### src/rtc_calendar_log_scheduler_macros.svh
// Assertion macros for the RTC calendar and log scheduler
`ifndef RTC_CALENDAR_LOG_SCHEDULER_MACROS_SVH
`define RTC_CALENDAR_LOG_SCHEDULER_MACROS_SVH

// same-cycle implication, clocked on clk, held off while rst_n is low
`define RTCL_ASSERT_IMP(label, a, b, msg) \
    label: assert property (@(posedge clk) disable iff (!rst_n) (a) |-> (b)) \
        else $error(msg);

// next-cycle implication
`define RTCL_ASSERT_NXT(label, a, b, msg) \
    label: assert property (@(posedge clk) disable iff (!rst_n) (a) |=> (b)) \
        else $error(msg);

`endif

### src/rtcl_pkg.sv
// Types, codes and tables shared by the RTC calendar and log scheduler
package rtcl_pkg;

    localparam logic [1:0] CMD_TICK = 2'd0;
    localparam logic [1:0] CMD_LOAD = 2'd1;
    localparam logic [1:0] CMD_ARM  = 2'd2;

    localparam logic [1:0] UNIT_HOUR   = 2'd0;
    localparam logic [1:0] UNIT_MINUTE = 2'd1;
    localparam logic [1:0] UNIT_SECOND = 2'd2;
    localparam logic [1:0] UNIT_TICK   = 2'd3;

    localparam logic [1:0] REG_LOG_UNIT     = 2'd0;
    localparam logic [1:0] REG_LOG_INTERVAL = 2'd1;
    localparam logic [1:0] REG_SECS_TO_LOG  = 2'd2;
    localparam logic [1:0] REG_TICKS_PER_S  = 2'd3;

    localparam logic [1:0]  RST_LOG_UNIT     = 2'd1;
    localparam logic [6:0]  RST_LOG_INTERVAL = 7'd10;
    localparam logic [15:0] RST_SECS_TO_LOG  = 16'd60;
    localparam logic [7:0]  RST_TICKS_PER_S  = 8'd1;

    localparam logic [4:0] RST_HOUR  = 5'd12;
    localparam logic [4:0] RST_DAY   = 5'd5;
    localparam logic [3:0] RST_MONTH = 4'd12;
    localparam logic [6:0] RST_YEAR  = 7'd3;

    localparam logic [6:0] SEC_LIMIT  = 7'd60;
    localparam logic [6:0] MIN_MAX    = 7'd59;
    localparam logic [5:0] HOUR_MAX   = 6'd23;
    localparam logic [4:0] MONTH_MAX  = 5'd12;
    localparam logic [7:0] YEAR_MAX   = 8'd99;
    localparam logic [3:0] FEBRUARY   = 4'd2;
    localparam logic [6:0] LEAP_MASK  = 7'h03;

    typedef struct packed {
        logic [1:0]  cmd;
        logic [15:0] pulse_count;
        logic [4:0]  new_hour;
        logic [5:0]  new_minute;
        logic [5:0]  new_second;
        logic [4:0]  new_day;
        logic [3:0]  new_month;
        logic [6:0]  new_year;
    } in_word_t;

    typedef struct packed {
        logic [6:0]  tick_now;
        logic [5:0]  second_now;
        logic [5:0]  minute_now;
        logic [4:0]  hour_now;
        logic [4:0]  day_now;
        logic [3:0]  month_now;
        logic [6:0]  year_now;
        logic        logging_armed;
        logic        speed_window_open;
        logic        log_now;
        logic [15:0] speed_total_out;
        logic [15:0] last_speed;
    } out_word_t;

    typedef struct packed {
        logic [1:0]  index;
        logic [15:0] value;
    } cfg_word_t;

    typedef struct packed {
        logic        armed;
        logic        window;
        logic [6:0]  interval_count;
        logic [15:0] pulse_sum;
        logic [15:0] window_seconds;
    } log_state_t;

    function automatic logic [4:0] month_days(input logic [3:0] month);
        logic [4:0] len;
        unique case (month)
            4'd1, 4'd3, 4'd5, 4'd7, 4'd8, 4'd10, 4'd12: len = 5'd31;
            4'd4, 4'd6, 4'd9, 4'd11:                  len = 5'd30;
            4'd2:                                     len = 5'd28;
            default:                                  len = 5'd0;
        endcase
        return len;
    endfunction

    // one step of the interval counter; a full interval opens the window
    function automatic log_state_t step_interval(input log_state_t s,
                                                 input logic [6:0] interval);
        log_state_t r;
        logic [7:0] cnt;
        r   = s;
        cnt = {1'b0, s.interval_count} + 8'd1;
        if (s.armed && (interval != 7'd0)) begin
            if (cnt >= {1'b0, interval}) begin
                r.window         = 1'b1;
                r.pulse_sum      = 16'd0;
                r.interval_count = 7'd0;
                r.window_seconds = 16'd0;
                r.armed          = 1'b0;
            end
            else begin
                r.interval_count = cnt[6:0];
            end
        end
        return r;
    endfunction

endpackage

### src/rtcl_in_if.sv
// Input word channel of the RTC calendar and log scheduler
interface rtcl_in_if;
    import rtcl_pkg::*;
    logic     valid;
    logic     ready;
    in_word_t data;
    modport source (output valid, output data, input ready);
    modport sink (input valid, input data, output ready);
endinterface

### src/rtcl_out_if.sv
// Result word channel of the RTC calendar and log scheduler
interface rtcl_out_if;
    import rtcl_pkg::*;
    logic      valid;
    logic      ready;
    out_word_t data;
    modport source (output valid, output data, input ready);
    modport sink (input valid, input data, output ready);
endinterface

### src/rtcl_cfg_if.sv
// Configuration write channel of the RTC calendar and log scheduler
interface rtcl_cfg_if;
    import rtcl_pkg::*;
    logic      valid;
    logic      ready;
    cfg_word_t data;
    modport source (output valid, output data, input ready);
    modport sink (input valid, input data, output ready);
endinterface

### src/rtc_calendar_log_scheduler.sv
// Real-time clock calendar with interval speed-logging scheduler (top level)
//
// Channels: item takes command words (tick, load time and date, arm logging);
// result returns one word per item with the time, date and logging status
// after that item; cfg writes the four scheduler registers by index and is
// always ready.
// The result word is registered and valid the cycle after its item is accepted.
// Throughput: one word per cycle while result.ready is high; the whole calendar carry chain,
// interval counter and window compare sit between the state registers and the result
// register, so every item is finished in the cycle it is taken.
// item.ready is high while the result register is empty or being emptied.
// Stall: if result.ready is low the held word stays put and item.ready drops
// until it is taken; nothing is lost or repeated.
// Reset: 12:00:00 on day 5, month 12, year 3, logging disarmed, window
// closed, totals zero; registers return to unit minute, interval 10,
// window 60 s, one tick per second. No result is pending after reset.
`include "rtc_calendar_log_scheduler_macros.svh"

module rtc_calendar_log_scheduler (
    input  logic      clk,
    input  logic      rst_n,
    rtcl_in_if.sink   item,
    rtcl_out_if.source result,
    rtcl_cfg_if.sink  cfg
);
    import rtcl_pkg::*;

    logic [1:0]  log_unit_reg;
    logic [6:0]  log_interval_reg;
    logic [15:0] secs_to_log_reg;
    logic [7:0]  ticks_per_s_reg;

    logic [6:0]  tick_reg, tick_next;
    logic [5:0]  second_reg, second_next;
    logic [5:0]  minute_reg, minute_next;
    logic [4:0]  hour_reg, hour_next;
    logic [4:0]  day_reg, day_next;
    logic [3:0]  month_reg, month_next;
    logic [6:0]  year_reg, year_next;
    log_state_t  log_reg, log_next;
    logic [15:0] speed_reg, speed_next;
    logic        log_now_next;

    out_word_t   out_reg;
    logic        out_valid_reg;
    logic        take;

    assign item.ready   = !out_valid_reg || result.ready;
    assign take         = item.valid && item.ready;
    assign cfg.ready    = 1'b1;
    assign result.valid = out_valid_reg;
    assign result.data  = out_reg;

    always_ff @(posedge clk or negedge rst_n)
    begin
        if (!rst_n)
        begin
            log_unit_reg     <= RST_LOG_UNIT;
            log_interval_reg <= RST_LOG_INTERVAL;
            secs_to_log_reg  <= RST_SECS_TO_LOG;
            ticks_per_s_reg  <= RST_TICKS_PER_S;
        end
        else if (cfg.valid)
        begin
            unique case (cfg.data.index)
                REG_LOG_UNIT:     log_unit_reg     <= cfg.data.value[1:0];
                REG_LOG_INTERVAL: log_interval_reg <= cfg.data.value[6:0];
                REG_SECS_TO_LOG:  secs_to_log_reg  <= cfg.data.value;
                REG_TICKS_PER_S:  ticks_per_s_reg  <= cfg.data.value[7:0];
                default:          ;
            endcase
        end
    end

    always_comb
    begin
        logic [7:0] limit;
        logic [7:0] tick_inc;
        logic [6:0] sec_inc;
        logic [6:0] min_inc;
        logic [5:0] hour_inc;
        logic [5:0] day_inc;
        logic [5:0] len;
        logic [4:0] month_inc;
        logic [7:0] year_inc;
        logic       sec_end;
        logic       min_roll;
        logic       hour_roll;
        logic       step_now;
        logic [15:0] prev_ws;

        tick_next    = tick_reg;
        second_next  = second_reg;
        minute_next  = minute_reg;
        hour_next    = hour_reg;
        day_next     = day_reg;
        month_next   = month_reg;
        year_next    = year_reg;
        log_next     = log_reg;
        speed_next   = speed_reg;
        log_now_next = 1'b0;

        limit     = (ticks_per_s_reg == 8'd0) ? 8'd1 : ticks_per_s_reg;
        tick_inc  = {1'b0, tick_reg} + 8'd1;
        sec_inc   = {1'b0, second_reg} + 7'd1;
        min_inc   = {1'b0, minute_reg} + 7'd1;
        hour_inc  = {1'b0, hour_reg} + 6'd1;
        day_inc   = {1'b0, day_reg} + 6'd1;
        month_inc = {1'b0, month_reg} + 5'd1;
        year_inc  = {1'b0, year_reg} + 8'd1;
        len       = {1'b0, month_days(month_reg)};
        if ((month_reg == FEBRUARY) && ((year_reg & LEAP_MASK) == 7'd0))
        begin
            len = len + 6'd1;
        end
        sec_end   = 1'b0;
        min_roll  = 1'b0;
        hour_roll = 1'b0;
        step_now  = 1'b0;
        prev_ws   = log_reg.window_seconds;

        unique case (item.data.cmd)
            CMD_TICK:
            begin
                if (tick_inc >= limit)
                begin
                    tick_next = 7'd0;
                    sec_end   = 1'b1;
                end
                else
                begin
                    tick_next = tick_inc[6:0];
                end

                if (sec_end)
                begin
                    speed_next = item.data.pulse_count;
                    if (sec_inc >= SEC_LIMIT)
                    begin
                        second_next = 6'd0;
                        min_roll    = 1'b1;
                        if (min_inc > MIN_MAX)
                        begin
                            minute_next = 6'd0;
                            hour_roll   = 1'b1;
                            if (hour_inc > HOUR_MAX)
                            begin
                                hour_next = 5'd0;
                                if (day_inc > len)
                                begin
                                    day_next = 5'd1;
                                    if (month_inc > MONTH_MAX)
                                    begin
                                        month_next = 4'd1;
                                        year_next  = (year_inc > YEAR_MAX) ?
                                                     7'd0 : year_inc[6:0];
                                    end
                                    else
                                    begin
                                        month_next = month_inc[3:0];
                                    end
                                end
                                else
                                begin
                                    day_next = day_inc[4:0];
                                end
                            end
                            else
                            begin
                                hour_next = hour_inc[4:0];
                            end
                        end
                        else
                        begin
                            minute_next = min_inc[5:0];
                        end
                    end
                    else
                    begin
                        second_next = sec_inc[5:0];
                    end

                    step_now = ((log_unit_reg == UNIT_HOUR) && hour_roll) ||
                               ((log_unit_reg == UNIT_MINUTE) && min_roll) ||
                               (log_unit_reg == UNIT_SECOND);
                    if (step_now)
                    begin
                        log_next = step_interval(log_next, log_interval_reg);
                    end
                    log_next.pulse_sum = log_next.pulse_sum + speed_next;
                    if (log_next.window)
                    begin
                        prev_ws                 = log_next.window_seconds;
                        log_next.window_seconds = prev_ws + 16'd1;
                        if (prev_ws >= secs_to_log_reg)
                        begin
                            log_next.armed  = 1'b1;
                            log_next.window = 1'b0;
                            log_now_next    = 1'b1;
                        end
                    end
                end

                // tick unit: the window opens and closes on the same tick
                if (log_unit_reg == UNIT_TICK)
                begin
                    log_next = step_interval(log_next, log_interval_reg);
                    if (log_next.window)
                    begin
                        log_next.armed  = 1'b1;
                        log_next.window = 1'b0;
                        log_now_next    = 1'b1;
                    end
                end
            end
            CMD_LOAD:
            begin
                hour_next   = item.data.new_hour;
                minute_next = item.data.new_minute;
                second_next = item.data.new_second;
                day_next    = item.data.new_day;
                month_next  = item.data.new_month;
                year_next   = item.data.new_year;
            end
            CMD_ARM:
            begin
                log_next.armed = 1'b1;
            end
            default: ;
        endcase
    end

    always_ff @(posedge clk or negedge rst_n)
    begin
        if (!rst_n)
        begin
            tick_reg   <= 7'd0;
            second_reg <= 6'd0;
            minute_reg <= 6'd0;
            hour_reg   <= RST_HOUR;
            day_reg    <= RST_DAY;
            month_reg  <= RST_MONTH;
            year_reg   <= RST_YEAR;
            log_reg    <= '0;
            speed_reg  <= 16'd0;
        end
        else if (take)
        begin
            tick_reg   <= tick_next;
            second_reg <= second_next;
            minute_reg <= minute_next;
            hour_reg   <= hour_next;
            day_reg    <= day_next;
            month_reg  <= month_next;
            year_reg   <= year_next;
            log_reg    <= log_next;
            speed_reg  <= speed_next;
        end
    end

    always_ff @(posedge clk or negedge rst_n)
    begin
        if (!rst_n)
        begin
            out_valid_reg <= 1'b0;
        end
        else if (item.ready)
        begin
            out_valid_reg <= item.valid;
        end
    end

    always_ff @(posedge clk)
    begin
        if (take)
        begin
            out_reg.tick_now          <= tick_next;
            out_reg.second_now        <= second_next;
            out_reg.minute_now        <= minute_next;
            out_reg.hour_now          <= hour_next;
            out_reg.day_now           <= day_next;
            out_reg.month_now         <= month_next;
            out_reg.year_now          <= year_next;
            out_reg.logging_armed     <= log_next.armed;
            out_reg.speed_window_open <= log_next.window;
            out_reg.log_now           <= log_now_next;
            out_reg.speed_total_out   <= log_next.pulse_sum;
            out_reg.last_speed        <= speed_next;
        end
    end

    `RTCL_ASSERT_NXT(a_word_follows, take, result.valid,
        "accepted word did not reach the result register")
    `RTCL_ASSERT_IMP(a_log_rearms, result.valid && result.data.log_now,
        result.data.logging_armed && !result.data.speed_window_open,
        "log pulse without re-arm and window close")
    `RTCL_ASSERT_NXT(a_unit_write, cfg.valid && cfg.ready &&
        (cfg.data.index == REG_LOG_UNIT),
        log_unit_reg == $past(cfg.data.value[1:0]),
        "log unit write not taken")

endmodule

### src/flat_wrapper.sv
// flat-port wrapper written by rule: the top's interface ports become plain ports
module rtc_calendar_log_scheduler_flat import rtcl_pkg::*;
  (clk, rst_n, item_valid, item_data, item_ready, result_valid, result_data, result_ready, cfg_valid, cfg_data, cfg_ready);
  rtcl_in_if item_i ();
  rtcl_out_if result_i ();
  rtcl_cfg_if cfg_i ();
  input  logic clk;
  input  logic rst_n;
  input wire logic [$bits(item_i.valid)-1:0] item_valid;
  input wire logic [$bits(item_i.data)-1:0] item_data;
  output wire logic [$bits(item_i.ready)-1:0] item_ready;
  output wire logic [$bits(result_i.valid)-1:0] result_valid;
  output wire logic [$bits(result_i.data)-1:0] result_data;
  input wire logic [$bits(result_i.ready)-1:0] result_ready;
  input wire logic [$bits(cfg_i.valid)-1:0] cfg_valid;
  input wire logic [$bits(cfg_i.data)-1:0] cfg_data;
  output wire logic [$bits(cfg_i.ready)-1:0] cfg_ready;
  assign item_i.valid = item_valid;
  assign item_i.data = item_data;
  assign item_ready = item_i.ready;
  assign result_valid = result_i.valid;
  assign result_data = result_i.data;
  assign result_i.ready = result_ready;
  assign cfg_i.valid = cfg_valid;
  assign cfg_i.data = cfg_data;
  assign cfg_ready = cfg_i.ready;
  rtc_calendar_log_scheduler u_core (.clk(clk), .rst_n(rst_n), .item(item_i), .result(result_i), .cfg(cfg_i));
endmodule
### config.mk
export PLATFORM = sky130hd
export DESIGN_NAME = rtc_calendar_log_scheduler_flat
export DESIGN_NICKNAME = d
export VERILOG_FILES = /design/src/rtcl_pkg.sv /design/src/rtcl_in_if.sv /design/src/rtcl_out_if.sv /design/src/rtcl_cfg_if.sv /design/src/rtc_calendar_log_scheduler.sv /design/src/flat_wrapper.sv
export VERILOG_INCLUDE_DIRS = /design/src /design/src/src
export SDC_FILE = /design/constraint.sdc
export NUM_CORES = 1
export LEC_CHECK = 0
export BUFFER_PORTS_ARGS = -buffer_cell sky130_fd_sc_hd__buf_2
export CORE_ASPECT_RATIO = 0.8
export CORE_UTILIZATION = 45
export DETAILED_ROUTE_END_ITERATION = 16
export PLACE_DENSITY = 0.74
export SLEW_MARGIN = 15
export SYNTH_ARGS = -nofsm -noshare
export SYNTH_HDL_FRONTEND = slang
export SYNTH_SLANG_ARGS = --single-unit
### constraint.sdc
create_clock -name clk -period 5.2 [get_ports clk]
set_input_delay 0.26 -clock clk [delete_from_list [all_inputs] [get_ports clk]]
set_output_delay 0.26 -clock clk [all_outputs]
set_load 0.01 [all_outputs]
==> impl_metrics.yaml <==
outcome:
  status: "finished clean"
global_routing:
  grt_util_met2_pct: 36.4
  first_global_vias: 10700
  grt_pass1_wl_um: 57100
  grt_max_degree: 92
  met1_usage_pct: 36.8
  grt_overflow: 0
  met3_usage_pct: 3.40
  grt_usage_pct: 24.4
  antenna_found_initial: 0
  busiest_layer: "met1"
synthesis:
  synth_top_area_share_pct: 22.4
  yosysWarnings: 0
  syn-mean-instance-area_sq_um: 9.61
  ys_ff_latch: 206
  synthTopCellsByArea: "dfrtp_1 (22%), edfxtp_1 (18%), ha_1 (7.4%)"
  yosys.area.top_type: "dfrtp_1"
  synth_flop_cell: "dfrtp_1"
  syn_inst: 1336
  synth_edf_count: 75
  syn_area_sq_um: 12800
  synthArstFlopShare_pct: 63.6
  ys_types: 95
  synth_nets: 1487
  ys_seq_area_share_pct: 43.2
layout:
  layout_commonest_cell: "nand2_1"
  drive_gt1_share_pct: 25.1
  layout.area.seq_sq_um: 5550
  area_growth_pct: 19.3
  layout.nets: 1667
  multi_input_area_sq_um: 6960
  nFillCells: 2398
  layout_common_cells: "nand2_1 (185), buf_2 (149), dfrtp_1 (114), o21ai_0 (107), edfxtp_1 (75)"
  largest_reg_flops: 75
  antenna_cells: 0
setup_path:
  cp_cell_sequence: "and3_1, and3_1, xor2_1, ha_1, nand4_1, o21ai_4, a31o_4, nand3_4, buf_12, and2_1, ha_1, fa_2, a21o_1, a21o_1, a21o_1, a31o_2, a211oi_2, o21ai_1, a31o_2, a21oi_2, xnor2_1, a22o_1"
  critPathBufInv: 1
  cpPeakStageDelay_ps: 410
  path_delay_family: "compound AO/OA/AOI/OAI gates"
  start_kind: "register"
  critPathMaxFanout: 11
  crit_path_end_kind: "register"
  cp.arrival_ps: 5240
  slowest_stage: "dfrtp_1"
  crit_required_ps: 5470
  path_class: "register to register"
  crit_top_cell: "a21o_1"
power:
  peakVddDrop_mv: 0.225
  power_leakage_nw: 6.79
  p_per_area_nw_per_um2: 436
  finalPower_mw: 6.68
timing:
  fin_crit_sh_pct: 95.6
  slew_headroom_pct: 37.3
  fmax_mhz: 201
  setup_slack_ps: 228
  finalSetupViolCount: 0
  period_minus_slack_ps: 4970
  worst_pin_slew_ps: 941
  grt_setup_unrepaired: "no"
  drv_slew: 0
  finalHoldViolations: 0
  clock_skew_ps: 22.5
  setup-tns-final_ps: 0
place:
  post-place-ws_ps: -211
  numPortBuffers: 150
  dp_hpwl_um: 25500
  gp_congestion: 0.943
min_path:
  min_path_type: "input pin to register"
floorplanning:
  row_count: 54
  core_sq_um: 27600
  ioPinCount: 152
  die_area_sq_um: 29200
  start_util_pct: 46.5
  die_h_um: 153
  die_w_um: 191
clock_network:
  htreeDepth: 1
  path_clk_slew_ps: 70
  cts_tree: "done"
  cts_root_buf: "clkbuf_16"
  cts_buffers: 23
  clk_latency_ps: 520
  cts_buffer_depth: 3
  cts_sinks: 206
route:
  via_per_inst: 5.82
  drtPass1Iterations: 5
  drc_errors: 0
  drt_iter0_drc: 907
  wl_per_cell_um: 18.8
  totalWireLength_um: 35700
  ant_nets: 0
  vias: 11000
run:
  maxCapViolCount: 0
-- synthesized netlist by cell type, types with 13 or more instances --
cell / count
xnor2_1: 18
and2_1: 36
mux2_2: 62
dfrtp_1: 115
nand3_1: 39
ha_1: 76
nand2_1: 185
a31oi_1: 20
o21ai_0: 110
and3_1: 15
edfxtp_1: 75
inv_1: 60
nor3_1: 24
a21oi_1: 69
clkbuf_1: 44
xor2_1: 13
dfstp_2: 16
a21o_1: 23
nor2_1: 73
nand4_1: 13
a22o_1: 31
-- stage by stage --
step | area, sq um | utilization, % | hold slack (ps) | std cells
after global routing | 15300 | 55.4 | 18.8 | 1896
after floorplan | 12800 | - | -35.6 | 1336
after detailed placement | 14200 | 51.3 | 408 | 1836
after CTS | 15100 | 54.6 | 2.61 | 1889
final | 15300 | 55.4 | 11.6 | 1896
after global placement | 14200 | 51.3 | 402 | 1836
-- worst paths after layout --
| check | startpoint | slack, ps | cells after the start | to |
|---|---|---|---|---|
| max | u_core.log_reg[32] | 230 | 22 | u_core.result.data[30] |
| min | cfg_data[5] | 10 | 2 | u_core.ticks_per_s_reg[5] |
| max reg2reg | u_core.log_reg[32] | 230 | 22 | u_core.result.data[30] |
| min reg2reg | u_core.speed_reg[7] | 470 | 2 | u_core.speed_reg[7] |
| max in group asynchronous | rst_n | 3730 | 3 | u_core.second_reg[1] |
| min in group asynchronous | rst_n | 350 | 2 | u_core.speed_reg[10] |
-- layout make-up --
class,count,share of cell area [%]
Multi-Input combinational cell,1006,45.4
Sequential cell,206,36.2
Timing Repair Buffer,218,8.92
Clock buffer,31,4.09
Tap cell,364,2.97
Inverter,61,1.51
Clock inverter,10,0.841
-- layer usage --
metal | share of wire, % | wire [um]
met1 | 46 | 16600
met2 | 44 | 15700
met3 | 7.2 | 2560
met4 | 2.6 | 921
met5 | 0 | 0
-- where the power goes --
group | switching, mW | internal [mW] | leakage (nW)
clock network | 0.667 | 0.995 | 0.374
logic | 1.42 | 1.17 | 4.06
registers | 0.333 | 2.10 | 2.35
-- timing repair --
item | 4_1_cts | 5_1_grt
hold buffers | 11 | 0
resized for setup | 3 | 38
cloned | 0 | 1
endpoints found under the hold margin | 92 | 0
pin swaps | 2 | 9
setup buffers | 1 | 6
endpoints found under the setup margin | 39 | 55
-- kinds of logic after synthesis --
group	after synthesis	synth area share [%]
buffers and inverters	124	3.95
other	1	0.0292
xor gates and xnor gates	31	2.11
adders and majority gates	78	7.64
DFF	206	43.2
and+or+nand+nor	452	17.0
AOI/OAI and AO/OA	378	20.2
muxes	66	5.75
(Power assumes the default switching activity.)
